$ cat config.mk
export PLATFORM = sky130hd
export DESIGN_NAME = button_click_classifier_top
export DESIGN_NICKNAME = d
export VERILOG_FILES = /design/src/rtl/bcc_pkg.sv /design/src/rtl/button_click_classifier_top.sv /design/src/rtl/bcc_key_lane.sv /design/src/rtl/bcc_out_fifo.sv
export SDC_FILE = /design/constraint.sdc
export NUM_CORES = 1
export LEC_CHECK = 0
export BUFFER_PORTS_ARGS = -buffer_cell sky130_fd_sc_hd__buf_2
export CAP_MARGIN = 20
export CORE_UTILIZATION = 40
export DETAILED_ROUTE_END_ITERATION = 10
export GPL_ROUTABILITY_DRIVEN = 0
export HOLD_SLACK_MARGIN = 0.02
export PLACE_DENSITY_LB_ADDON = 0.08
export SLEW_MARGIN = 20
export SYNTH_ARGS = -nofsm -noshare
export SYNTH_HDL_FRONTEND = slang
export SYNTH_SLANG_ARGS = --single-unit
$ cat constraint.sdc
create_clock -name clk_i -period 9.8 [get_ports clk_i]
set_input_delay 0.49 -clock clk_i [delete_from_list [all_inputs] [get_ports clk_i]]
set_output_delay 0.49 -clock clk_i [all_outputs]
set_load 0.05 [all_outputs]
$ cat src/rtl/bcc_pkg.sv
// Shared types and constants for the button click classifier.
// Holds request, phase and event codes, per-key state and payload structs.
// No dependencies.
package bcc_pkg;

  localparam int NUM_KEYS    = 2;
  localparam int KEY_IDX_W   = (NUM_KEYS > 1) ? $clog2(NUM_KEYS) : 1;
  localparam int MAX_RESULTS = 2;
  localparam int RES_CNT_W   = $clog2(MAX_RESULTS + 1);
  localparam int RES_IDX_W   = (MAX_RESULTS > 1) ? $clog2(MAX_RESULTS) : 1;
  localparam int FIFO_DEPTH  = 4;
  localparam int FIFO_PTR_W  = $clog2(FIFO_DEPTH);
  localparam int FIFO_CNT_W  = $clog2(FIFO_DEPTH + 1);
  localparam int CFG_W       = 16;
  localparam int CFG_IDX_W   = 2;

  localparam logic [3:0] MULTI_LIMIT = 4'd4;
  localparam logic [3:0] CLICK_MAX   = 4'd15;

  localparam logic [CFG_W-1:0] LONG_PRESS_RST = 16'd100;
  localparam logic [CFG_W-1:0] IDLE_GAP_RST   = 16'd30;
  localparam logic [CFG_W-1:0] TIMEOUT_RST    = 16'd200;

  localparam logic [CFG_IDX_W-1:0] CFG_LONG_PRESS = 2'd0;
  localparam logic [CFG_IDX_W-1:0] CFG_IDLE_GAP   = 2'd1;
  localparam logic [CFG_IDX_W-1:0] CFG_TIMEOUT    = 2'd2;

  typedef enum logic [1:0] {
    REQ_TICK    = 2'd0,
    REQ_PRESS   = 2'd1,
    REQ_RELEASE = 2'd2
  } req_e;

  typedef enum logic [1:0] {
    PH_IDLE    = 2'd0,
    PH_PRESS   = 2'd1,
    PH_RELEASE = 2'd2
  } phase_e;

  typedef enum logic [2:0] {
    EV_NONE   = 3'd0,
    EV_SHORT  = 3'd1,
    EV_DOUBLE = 3'd2,
    EV_MULTI  = 3'd3,
    EV_LONG   = 3'd4
  } ev_e;

  typedef struct packed {
    logic [CFG_W-1:0] long_press;
    logic [CFG_W-1:0] idle_gap;
    logic [CFG_W-1:0] timeout;
  } cfg_t;

  typedef struct packed {
    phase_e           phase;
    logic             check;
    logic             was_long;
    ev_e              pend;
    logic [3:0]       clicks;
    logic [CFG_W-1:0] hold;
    logic [CFG_W-1:0] idle;
    logic             flag;
  } key_state_t;

  localparam key_state_t KEY_RESET = '{
    phase:    PH_IDLE,
    check:    1'b0,
    was_long: 1'b0,
    pend:     EV_NONE,
    clicks:   4'd1,
    hold:     '0,
    idle:     TIMEOUT_RST,
    flag:     1'b0
  };

  typedef struct packed {
    logic [1:0] req_type;
    logic       key_index;
  } in_t;

  typedef struct packed {
    logic       event_key;
    logic [1:0] event_code;
    logic       last_event;
  } out_t;

endpackage

$ cat src/rtl/button_click_classifier_top.sv
// Top level of the button click classifier: config registers, per-key state, drain.
// Depends on bcc_pkg, bcc_key_lane and bcc_out_fifo.
//
// Each accepted transaction is handled in the cycle it is accepted: edges update
// the addressed key, a tick advances every key and drains up to two events in key
// order into a four-entry result queue, which registers them before the output.
// Edges can be accepted every cycle while in_ready_o is high. The queue hands out
// one result per cycle while out_ready_i is high; in_ready_o is high while there is
// room for two, so two-result ticks are throttled; otherwise one per cycle.
// Configuration writes take effect at the next cycle.
module button_click_classifier_top
  import bcc_pkg::*;
(
  input  logic                 clk_i,
  input  logic                 rst_ni,
  input  logic                 cfg_we_i,
  input  logic [CFG_IDX_W-1:0] cfg_index_i,
  input  logic [CFG_W-1:0]     cfg_wdata_i,
  input  logic                 in_valid_i,
  output logic                 in_ready_o,
  input  in_t                  in_data_i,
  output logic                 out_valid_o,
  input  logic                 out_ready_i,
  output out_t                 out_data_o
);

  cfg_t                  cfg_q;
  key_state_t            key_q [NUM_KEYS];
  key_state_t            key_d [NUM_KEYS];
  key_state_t            ticked [NUM_KEYS];
  out_t                  res [MAX_RESULTS];
  logic [RES_CNT_W-1:0]  n_res;
  logic [RES_CNT_W-1:0]  push_n;
  logic [FIFO_CNT_W-1:0] level;
  logic                  in_acc;
  logic                  key_ok;
  logic [KEY_IDX_W-1:0]  key_sel;

  always_ff @(posedge clk_i or negedge rst_ni) begin
    if (!rst_ni) begin
      cfg_q.long_press <= LONG_PRESS_RST;
      cfg_q.idle_gap   <= IDLE_GAP_RST;
      cfg_q.timeout    <= TIMEOUT_RST;
    end else if (cfg_we_i) begin
      case (cfg_index_i)
        CFG_LONG_PRESS: cfg_q.long_press <= cfg_wdata_i;
        CFG_IDLE_GAP:   cfg_q.idle_gap   <= cfg_wdata_i;
        CFG_TIMEOUT:    cfg_q.timeout    <= cfg_wdata_i;
        default: begin
        end
      endcase
    end
  end

  for (genvar k = 0; k < NUM_KEYS; k++) begin : g_lane
    bcc_key_lane u_lane (
      .state_i (key_q[k]),
      .cfg_i   (cfg_q),
      .state_o (ticked[k])
    );
  end

  assign in_acc  = in_valid_i && in_ready_o;
  assign key_ok  = (32'(in_data_i.key_index) < NUM_KEYS);
  assign key_sel = KEY_IDX_W'(in_data_i.key_index);

  always_comb begin
    logic [2:0] code_w;
    code_w = '0;
    key_d  = key_q;
    n_res  = '0;
    for (int i = 0; i < MAX_RESULTS; i++) begin
      res[i] = '0;
    end
    if (in_acc) begin
      case (in_data_i.req_type)
        REQ_PRESS: begin
          if (key_ok) begin
            key_d[key_sel].check = 1'b1;
            key_d[key_sel].phase = PH_PRESS;
            key_d[key_sel].hold  = '0;
          end
        end
        REQ_RELEASE: begin
          if (key_ok) begin
            key_d[key_sel].check = 1'b1;
            key_d[key_sel].phase = PH_RELEASE;
            key_d[key_sel].idle  = '0;
          end
        end
        REQ_TICK: begin
          key_d = ticked;
          // drain raised events in key order, two at most; the rest stay raised
          for (int k = 0; k < NUM_KEYS; k++) begin
            if (key_d[k].flag && (n_res < RES_CNT_W'(MAX_RESULTS))) begin
              key_d[k].flag = 1'b0;
              if (key_d[k].pend != EV_NONE && key_d[k].pend <= EV_LONG) begin
                code_w = 3'(key_d[k].pend) - 3'd1;
                res[n_res[RES_IDX_W-1:0]].event_key  = 1'(k);
                res[n_res[RES_IDX_W-1:0]].event_code = code_w[1:0];
                n_res = n_res + RES_CNT_W'(1);
              end
              key_d[k].pend = EV_NONE;
            end
          end
          for (int i = 0; i < MAX_RESULTS; i++) begin
            res[i].last_event = (RES_CNT_W'(i + 1) == n_res);
          end
        end
        default: begin
        end
      endcase
    end
  end

  assign push_n = n_res;

  always_ff @(posedge clk_i or negedge rst_ni) begin
    if (!rst_ni) begin
      for (int k = 0; k < NUM_KEYS; k++) begin
        key_q[k] <= KEY_RESET;
      end
    end else begin
      key_q <= key_d;
    end
  end

  bcc_out_fifo u_out_fifo (
    .clk_i       (clk_i),
    .rst_ni      (rst_ni),
    .push_n_i    (push_n),
    .push_data_i (res),
    .pop_i       (out_ready_i),
    .head_o      (out_data_o),
    .not_empty_o (out_valid_o),
    .level_o     (level)
  );

  assign in_ready_o = (level <= FIFO_CNT_W'(FIFO_DEPTH - MAX_RESULTS));

`ifndef SYNTHESIS
  a_edge_no_result : assert property (@(posedge clk_i) disable iff (!rst_ni)
    (in_acc && in_data_i.req_type != REQ_TICK && !out_valid_o) |=> !out_valid_o)
    else $error("edge transaction produced a result");

  a_level_bound : assert property (@(posedge clk_i) disable iff (!rst_ni)
    level <= FIFO_CNT_W'(FIFO_DEPTH))
    else $error("result queue overflow");

  a_clicks_nonzero : assert property (@(posedge clk_i) disable iff (!rst_ni)
    key_q[0].clicks != 4'd0)
    else $error("click count reached zero");
`endif

endmodule

$ cat src/rtl/bcc_key_lane.sv
// Tick advance for one key: hold and idle counting, click grouping, event raising.
// Combinational; depends on bcc_pkg.
module bcc_key_lane
  import bcc_pkg::*;
(
  input  key_state_t state_i,
  input  cfg_t       cfg_i,
  output key_state_t state_o
);

  key_state_t s;

  always_comb begin
    s = state_i;
    case (state_i.phase)
      PH_PRESS: begin
        if (s.hold < cfg_i.timeout) begin
          s.hold = s.hold + 16'd1;
        end
        if (s.hold > cfg_i.long_press) begin
          if (s.pend != EV_NONE) begin
            // long hold with an event waiting: flush that event first
            if (s.clicks > 4'd1) begin
              s.clicks = s.clicks - 4'd1;
            end
            s.flag = 1'b1;
          end else begin
            s.was_long = 1'b1;
            s.phase    = PH_IDLE;
            s.pend     = EV_LONG;
            s.flag     = 1'b1;
            s.clicks   = 4'd1;
            s.idle     = cfg_i.timeout;
          end
        end
        if (s.check) begin
          s.check = 1'b0;
          if (!s.was_long) begin
            if (s.idle < cfg_i.idle_gap) begin
              if (s.clicks < CLICK_MAX) begin
                s.clicks = s.clicks + 4'd1;
              end
            end else begin
              s.clicks = 4'd1;
            end
          end
          s.was_long = 1'b0;
        end
      end
      PH_RELEASE: begin
        if (s.idle < cfg_i.timeout) begin
          s.idle = s.idle + 16'd1;
        end
        if (s.check) begin
          s.check = 1'b0;
          if (!s.was_long) begin
            if (s.clicks > 4'd1) begin
              s.pend = (s.clicks > MULTI_LIMIT) ? EV_MULTI : EV_DOUBLE;
            end else begin
              s.pend   = EV_SHORT;
              s.clicks = 4'd1;
            end
          end
        end
        // sequence over: raise the event and drop back to idle
        if (s.idle > cfg_i.idle_gap && !s.was_long) begin
          s.flag  = 1'b1;
          s.phase = PH_IDLE;
        end
      end
      default: begin
      end
    endcase
  end

  assign state_o = s;

endmodule

$ cat src/rtl/bcc_out_fifo.sv
// Result queue: takes up to MAX_RESULTS entries per cycle, hands out one.
// Depends on bcc_pkg.
module bcc_out_fifo
  import bcc_pkg::*;
(
  input  logic                 clk_i,
  input  logic                 rst_ni,
  input  logic [RES_CNT_W-1:0] push_n_i,
  input  out_t                 push_data_i [MAX_RESULTS],
  input  logic                 pop_i,
  output out_t                 head_o,
  output logic                 not_empty_o,
  output logic [FIFO_CNT_W-1:0] level_o
);

  out_t                  mem_q [FIFO_DEPTH];
  logic [FIFO_PTR_W-1:0] wr_ptr_q, wr_ptr_d;
  logic [FIFO_PTR_W-1:0] rd_ptr_q, rd_ptr_d;
  logic [FIFO_CNT_W-1:0] cnt_q, cnt_d;
  logic                  pop;

  assign pop = pop_i && (cnt_q != '0);

  always_comb begin
    wr_ptr_d = wr_ptr_q + FIFO_PTR_W'(push_n_i);
    rd_ptr_d = rd_ptr_q + FIFO_PTR_W'(pop);
    cnt_d    = cnt_q + FIFO_CNT_W'(push_n_i) - FIFO_CNT_W'(pop);
  end

  always_ff @(posedge clk_i or negedge rst_ni) begin
    if (!rst_ni) begin
      wr_ptr_q <= '0;
      rd_ptr_q <= '0;
      cnt_q    <= '0;
    end else begin
      wr_ptr_q <= wr_ptr_d;
      rd_ptr_q <= rd_ptr_d;
      cnt_q    <= cnt_d;
    end
  end

  always_ff @(posedge clk_i) begin
    for (int i = 0; i < MAX_RESULTS; i++) begin
      if (RES_CNT_W'(i) < push_n_i) begin
        mem_q[wr_ptr_q + FIFO_PTR_W'(i)] <= push_data_i[i];
      end
    end
  end

  assign head_o      = mem_q[rd_ptr_q];
  assign not_empty_o = (cnt_q != '0);
  assign level_o     = cnt_q;

endmodule

==> results of run 1 <==
-- per-stage QoR --
stage | setup slack (ps) | cells | cell area, sq um | total power, uW
6_report | 2756 | 2002 | 14900 | 2468
5_1_grt | 2294 | 2002 | 14900 | 2616
4_1_cts | 2737 | 2000 | 14880 | 2482
3_5_place_dp | 2769 | 1968 | 14250 | 1733
3_3_place_gp | 2863 | 1968 | 14250 | 1722
2_1_floorplan | 4213 | 1536 | 13640 | 1444
-- per-layer routing --
metal | vias to the layer above | global-route usage, % | wire length (um)
li1 | 5741 | - | -
met1 | 5837 | 35.49 | 20410
met2 | 339 | 41.07 | 20070
met3 | 57 | 3.555 | 2056
met4 | 0 | 7.188 | 920
met5 | - | 0 | 0
-- cell families after synthesis --
group           after synthesis  synth area share, %
fa+ha+maj                   180                16.56
buf+inv                     149                4.237
compound gates              444                22.19
flops                       159                29.92
simple gates                479                17.76
mux                          56                4.897
xor+xnor                     69                4.430
-- area by class of cell --
cell class | count | area (sq um) | area share [%]
multi-input cells | 1228 | 9009 | 60.47
flip-flops and latches | 159 | 4081 | 27.40
well taps | 448 | 560.5 | 3.763
clock buffers | 18 | 439.2 | 2.948
inverters | 89 | 336.6 | 2.259
repair buffers | 46 | 277.8 | 1.865
clock inverters | 14 | 192.7 | 1.293
-- where the power goes --
part | switching (uW) | total, uW | leakage (uW) | internal (uW)
registers | 88.0 | 839 | 0.00197 | 751
clock network | 320 | 738 | 0.000314 | 418
logic | 580 | 891 | 0.00446 | 310
total | 988 | 2470 | 0.00675 | 1480
-- cell usage in the layout, fill, tap and decap left out, drive strengths merged, types with 22 or more instances in the layout --
cell type | Yosys | final
ha | 179 | 179
nand2 | 158 | 158
o21ai | 131 | 131
dfrtp | 125 | 125
inv | 89 | 97
a21oi | 77 | 77
nor2 | 70 | 70
xnor2 | 52 | 52
nand3 | 49 | 49
buf | 7 | 46
mux2 | 43 | 43
a21o | 40 | 40
nand4 | 40 | 40
and3 | 28 | 28
and2 | 26 | 26
nor3 | 24 | 24
a31oi | 22 | 22
-- worst max-delay path by stage --
stage / from / to / slack, ps / depth (start not counted)
final: cfg_q[1] / flip-flop / 2760 / 25
after CTS: cfg_q[1] / flip-flop / 2740 / 24
after detailed placement: cfg_q[1] / flip-flop / 2770 / 24
after global placement: cfg_q[1] / flip-flop / 2860 / 24
after global routing: cfg_q[13] / flip-flop / 2290 / 25
after floorplan: cfg_q[1] / flip-flop / 4210 / 24
==> reports/metrics.yaml, run 1 <==
final_layout:
  design.final.nets: 1747
  n_antenna_cell: 0
  drive_above_1_share_pct: 11.07
  area_delta_synth_final_pct: 9.189
  finalCoreUtilization_pct: 44.43
  nFillCells: 3384
clock_tree:
  cts-root-buf: "sky130_fd_sc_hd__clkbuf_16"
  clk_pin_slew_worst_paths_ps: 80
  cts_tree: "built"
  cts_made_buffers: 17
  clock_path_buffers: 2
  post-cts-setup-buffers: 0
  cts_hold_buffers: 0
  postCtsResizedCells: 0
  cts_sinks: 159
  clkLatencyLatePin_ps: 450
  cts_htree_levels: 4
global_routing:
  grt_usage_pct: 25.48
  grt_antenna_before_repair: 0
  globalRouteOverflowTotal: 0
  grt_start_max_net_pins: 82
  grt_first_pass_wirelength_um: 68450
  number_of_global_route_vias_before_repair: 11650
synthesis:
  synthTopCellsByArea: "sky130_fd_sc_hd__dfrtp_1, sky130_fd_sc_hd__ha_1, sky130_fd_sc_hd__o21ai_0, sky130_fd_sc_hd__nand2_1, sky130_fd_sc_hd__edfxtp_1"
  syn-mean-instance-area_sq_um: 8.882
  yosysMostFrequentCell: "sky130_fd_sc_hd__ha_1"
  synth_top_cell_area_share_pct: 22.93
  postSynthNetCount: 1742
  ys_seq_elements: 159
  synthDistinctLibCells: 91
  ys_async_sr_fraction_pct: 89.94
  synth_warn: 0
  yosys_most_used_dff: "sky130_fd_sc_hd__dfrtp_1"
  synth_largest_area_cell: "sky130_fd_sc_hd__dfrtp_1"
  synth.cell_area_sq_um: 13640
  synth.yosys.seq_area_share_pct: 29.92
  synth_common_cells: "sky130_fd_sc_hd__ha_1, sky130_fd_sc_hd__nand2_1, sky130_fd_sc_hd__dfrtp_1, sky130_fd_sc_hd__o21ai_0, sky130_fd_sc_hd__inv_1"
  synthesis.instances: 1536
  edff_count_synth: 16
power_and_ir_drop:
  power.leakage_uw: 0.006746
  ir_drop_uv: 219.9
  power_density_nw_per_um2: 165.7
route:
  drt_iter0_markers: 921
  num_vias: 11970
  ant_nets: 0
  average_wire_length_per_cell_after_detail_routing_um: 21.70
  wirelength_um: 43450
  drt-pass1-iter-count: 5
  avgViaCountPerCell: 5.981
  route.detailed.drc: 0
sta:
  rsz_0062_raised_after_global_routing: "false"
  period_needed_ps: 7044
  hold_viol: 0
  final.setup.tns_ps: 0
  finalHoldWorstSlack_ps: 77.05
  finalClockSkew_ps: 13.31
  timing_max_transition_violations_final: 0
  fmaxAchievable_mhz: 142.0
  worst_slew_pin_slew_ps: 1033
  timing.slew.headroom_pct: 30.64
  report.final.setup_viol: 0
  layout_worst_path_cycle_share_pct: 71.88
die:
  floorplan.die.width_um: 186.7
  number_of_primary_i_o_pins: 32
  floorplan.initialDensity_pct: 40.69
  fp-row-count: 67
  die_area_sq_um: 34850
  core-area_sq_um: 33530
  dieHeight_um: 186.7
critical_path:
  critPathMaxFanout: 27
  critPathLaunchType: "flip-flop"
  critPathBufInv: 2
  setup.reg_to_reg.worst_slack_ps: 2760
  crit-reg2reg-launch: "cfg_q[1]"
  r2r.worst_path.cells: 25
  crit_path_top_delay_cell: "sky130_fd_sc_hd__or4_1"
  critical_path_class: "flip-flop to flip-flop"
  critical_path_s_largest_stage_delay_ps: 670
  worst-endpoint-required_ps: 10170
  gate_family_responsible_for_the_most_delay_along_the_worst_path: "compound AO/OA/AOI/OAI gates"
  worst_setup_end_kind: "flip-flop"
  worstPathArrival_ps: 7410
run_status:
  status: "finished clean"
flow_run:
  drv.max_cap_violation_count: 0
min_path:
  min-delay-path-class: "input port to async pin"
placement:
  hpwl_um: 32790
  portBuffers: 31
No activity file was read; power rests on OpenSTA's default activity.
==> inputs of run 2 (changes only) <==
--- a/config.mk
+++ b/config.mk
@@ -5,6 +5,7 @@
 export SDC_FILE = /design/constraint.sdc
 export NUM_CORES = 1
 export LEC_CHECK = 0
+export ABC_AREA = 1
 export BUFFER_PORTS_ARGS = -buffer_cell sky130_fd_sc_hd__buf_2
 export CAP_MARGIN = 20
 export CORE_UTILIZATION = 40
==> constraint.sdc (replaced) <==
create_clock -name clk_i -period 7.1 [get_ports clk_i]
set_input_delay 0.355 -clock clk_i [delete_from_list [all_inputs] [get_ports clk_i]]
set_output_delay 0.355 -clock clk_i [all_outputs]
set_load 0.05 [all_outputs]
==> reports/metrics.yaml, run 2 <==
synthesis:
  synthesis.instances: 1879  # +22%
  yosys.area_share.simple_pct: 21.68  # +3.9 points
  muxShareOfSynthArea_pct: 0  # -4.9 points
  ys_async_sr_fraction_pct: 89.94  # unchanged
  synth_compound_area_share_pct: 16.31  # -5.9 points
  yosys_most_used_dff: "sky130_fd_sc_hd__dfrtp_1"
  synth_top_cell_area_share_pct: 23.11  # +0.18 points
  synth_common_cells: "sky130_fd_sc_hd__nand2_1, sky130_fd_sc_hd__inv_1, sky130_fd_sc_hd__o21ai_0, sky130_fd_sc_hd__ha_1"
  yosysMostFrequentCell: "sky130_fd_sc_hd__nand2_1"
  synth.yosys.seq_area_share_pct: 30.15  # +0.24 points
  synth_adder_area_share_pct: 16.69  # +0.13 points
  postSynthNetCount: 2085  # +20%
  edff_count_synth: 16  # unchanged
  synth_warn: 0  # unchanged
  synth_xor_area_share_pct: 4.012  # -0.42 points
  ys_seq_elements: 159  # unchanged
  synth.cell_area_sq_um: 13540  # -0.79%
  synthTopCellsByArea: "sky130_fd_sc_hd__dfrtp_1, sky130_fd_sc_hd__ha_1, sky130_fd_sc_hd__nand2_1, sky130_fd_sc_hd__inv_1, sky130_fd_sc_hd__o21ai_0"
  synth_top_family_by_area: "simple AND/OR/NAND/NOR gates"
  syn-mean-instance-area_sq_um: 7.204  # -19%
  synthDistinctLibCells: 51  # -44%
  synth_largest_area_cell: "sky130_fd_sc_hd__dfrtp_1"
critical_path:
  critical_path_s_largest_stage_delay_ps: 500  # -170 ps
  critical_path_class: "flip-flop to flip-flop"
  critPathMaxFanout: 18  # -33%
  critPathLaunchType: "flip-flop"
  worst_setup_end_kind: "flip-flop"
  critPathBufInv: 5  # +3
  worst-endpoint-required_ps: 7490  # -2680 ps
  crit_path_top_delay_cell: "sky130_fd_sc_hd__nor2_2"
  worstPathArrival_ps: 6720  # -690 ps
  gate_family_responsible_for_the_most_delay_along_the_worst_path: "simple AND/OR/NAND/NOR gates"
global_routing:
  globalRouteOverflowTotal: 0  # unchanged
  grt_first_pass_wirelength_um: 68320  # -0.19%
  grt_antenna_before_repair: 0  # unchanged
  grt_usage_pct: 26.57  # +1.1 points
  grt_start_max_net_pins: 73  # -11%
  number_of_global_route_vias_before_repair: 11830  # +1.6%
sta:
  hold_viol: 0  # unchanged
  report.final.setup_viol: 0  # unchanged
  period_needed_ps: 6335  # -709.6 ps
  timing.slew.headroom_pct: 26.88  # -3.8 points
  fmaxAchievable_mhz: 157.9  # +11%
  timing_max_transition_violations_final: 0  # unchanged
  final.setup.tns_ps: 0  # unchanged
  rsz_0062_raised_after_global_routing: "false"
  worst_slew_pin_slew_ps: 1093  # +60.18 ps
  finalClockSkew_ps: 21.13  # +7.818 ps
  layout_worst_path_cycle_share_pct: 89.22  # +17 points
die:
  dieHeight_um: 186.0  # -0.39%
  floorplan.initialDensity_pct: 41.08  # +0.39 points
  number_of_primary_i_o_pins: 32  # unchanged
  floorplan.die.width_um: 186.0  # -0.39%
  fp-row-count: 66  # -1.5%
  die_area_sq_um: 34580  # -0.78%
  core-area_sq_um: 32950  # -1.7%
power_and_ir_drop:
  power_density_nw_per_um2: 460.0  # +180%
  p_switching_uw: 3655  # +270%
  ir_drop_uv: 209.4  # -4.8%
  sequentialPowerShare_pct: 22.2  # -12 points
  power.leakage_uw: 0.007870  # +17%
  netSwitchingFraction_pct: 53.55  # +14 points
  combinational_group_share_of_total_power_pct: 62.7  # +27 points
  clock_power_share_pct: 15.1  # -15 points
  cell_internal_pwr_uw: 3170  # +110%
final_layout:
  finalCoreUtilization_pct: 45.03  # +0.60 points
  n_antenna_cell: 0  # unchanged
  area_delta_synth_final_pct: 9.613
  nFillCells: 3373  # -0.33%
  drive_above_1_share_pct: 7.396  # -3.7 points
  ff_latch_area_sq_um: 4081  # unchanged
  layout_common_cells: "sky130_fd_sc_hd__nand2_1, sky130_fd_sc_hd__inv_1, sky130_fd_sc_hd__o21ai_0, sky130_fd_sc_hd__ha_1"
  area_used_by_multi_input_combinational_logic_sq_um: 7954  # -12%
  design.final.nets: 2113  # +21%
  layout.cells.most_common: "sky130_fd_sc_hd__nand2_1"
clock_tree:
  post-cts-setup-buffers: 0  # unchanged
  cts_tree: "built"
  cts_sinks: 159  # unchanged
  clock_path_buffers: 2  # unchanged
  clkLatencyLatePin_ps: 470  # +20 ps
  cts-root-buf: "sky130_fd_sc_hd__clkbuf_16"
  cts_made_buffers: 17  # unchanged
  clk_pin_slew_worst_paths_ps: 70  # about the same
  postCtsResizedCells: 0  # unchanged
  cts_htree_levels: 4  # unchanged
route:
  avgViaCountPerCell: 5.284  # -12%
  drt-pass1-iter-count: 5  # unchanged
  drt_iter0_markers: 978  # +6.2%
  num_vias: 12480  # +4.2%
  average_wire_length_per_cell_after_detail_routing_um: 18.53  # -15%
  wirelength_um: 43780  # +0.75%
  ant_nets: 0  # unchanged
  route.detailed.drc: 0  # unchanged
placement:
  portBuffers: 31  # unchanged
  hpwl_um: 34000  # +3.7%
flow_run:
  drv.max_cap_violation_count: 0  # unchanged
run_status:
  status: "finished clean"
min_path:
  min-delay-path-class: "input port to flip-flop"
==> run 2: cell types whose count changed in the layout (fill, tap and decap cells not counted), moves of 19 or more <==
cell / before / now
sky130_fd_sc_hd__inv_1: 88 / 355
sky130_fd_sc_hd__xnor2_1: 52 / 5
sky130_fd_sc_hd__nor2_1: 69 / 125
sky130_fd_sc_hd__nand3_1: 49 / 71
sky130_fd_sc_hd__and3_1: 28 / 0
sky130_fd_sc_hd__nand2_1: 158 / 379
sky130_fd_sc_hd__o21ai_0: 120 / 194
sky130_fd_sc_hd__o22ai_1: 6 / 52
sky130_fd_sc_hd__a21o_1: 40 / 2
sky130_fd_sc_hd__and2_1: 24 / 2
sky130_fd_sc_hd__xor2_1: 17 / 57
sky130_fd_sc_hd__mux2_2: 42 / 0
sky130_fd_sc_hd__a31oi_1: 22 / 3
==> run 2: logic make-up (layout without fill, tap and decap cells) <==
group | count (synthesis) | in the layout
AOI/OAI and AO/OA | 398 | 398
xor gates and xnor gates | 62 | 62
adders and majority gates | 180 | 180
buffers and inverters | 401 | 442
DFF | 159 | 159
and+or+nand+nor | 679 | 679
==> run 2: final timing paths <==
kind / slack, ps / cells after the start / from / end
setup / recovery: 770 / 32 / cfg_q[13] / flip-flop
hold / removal: 210 / 3 / cfg_wdata_i[10] / cfg_q[26]
max in group asynchronous: 5090 / 3 / rst_ni / key_q[24]
setup reg to reg: 770 / 32 / cfg_q[13] / flip-flop
hold reg to reg: 480 / 2 / flip-flop / flip-flop
min in group asynchronous: 510 / 2 / rst_ni / cfg_q[2]
==> run 2: timing repair <==
action	in CTS	in global routing
hold buffers	1	0
hold endpoints to repair	63	0
endpoints found under the setup margin	0	0
==> run 2: cell type report <==
type | count | share of cell area, %
multi-input cells | 1319 | 53.61
flip-flops and latches | 159 | 27.51
inverters | 370 | 9.361
well taps | 442 | 3.727
clock buffers | 19 | 3.129
repair buffers | 40 | 1.560
clock inverters | 13 | 1.105
==> run 2: metrics by stage <==
stage	cell area, sq um	power (uW)	worst slack (ps)	hold slack [ps]	instances
floorplan	13540	4541	1975	59.41	1879
global placement	14190	5714	842.5	449.8	2329
detailed placement	14190	5745	828.1	454.1	2329
CTS	14830	6802	781.4	213.1	2362
global route	14840	7520	253.8	224.7	2362
finish	14840	6826	765.3	214.9	2362
==> run 2: worst reg2reg max path: cells and delay by family (launching register included) <==
kind / cells / cell delay [ps]
DFF: 1 / 440
adders and majority gates: 3 / 890
and+or+nand+nor: 12 / 2330
AOI/OAI and AO/OA: 11 / 1620
buffers and inverters: 5 / 770
xor gates and xnor gates: 1 / 210
==> run 2: metal layers <==
layer	up-vias	wire length, um	GRT usage, %
met5	-	0	0
met4	0	1019	7.869
met3	53	2375	5.068
met2	341	19850	42.63
met1	5852	20530	36.03
li1	6235	-	-
==> run 2: power groups by stage <==
stage / clock network, uW / logic [uW] / registers (uW)
global route: 1070 / 4900 / 1550
floorplan: 0 / 3160 / 1380
CTS: 1040 / 4260 / 1500
detailed placement: 0 / 4230 / 1520
global placement: 0 / 4200 / 1520
finish: 1030 / 4280 / 1510
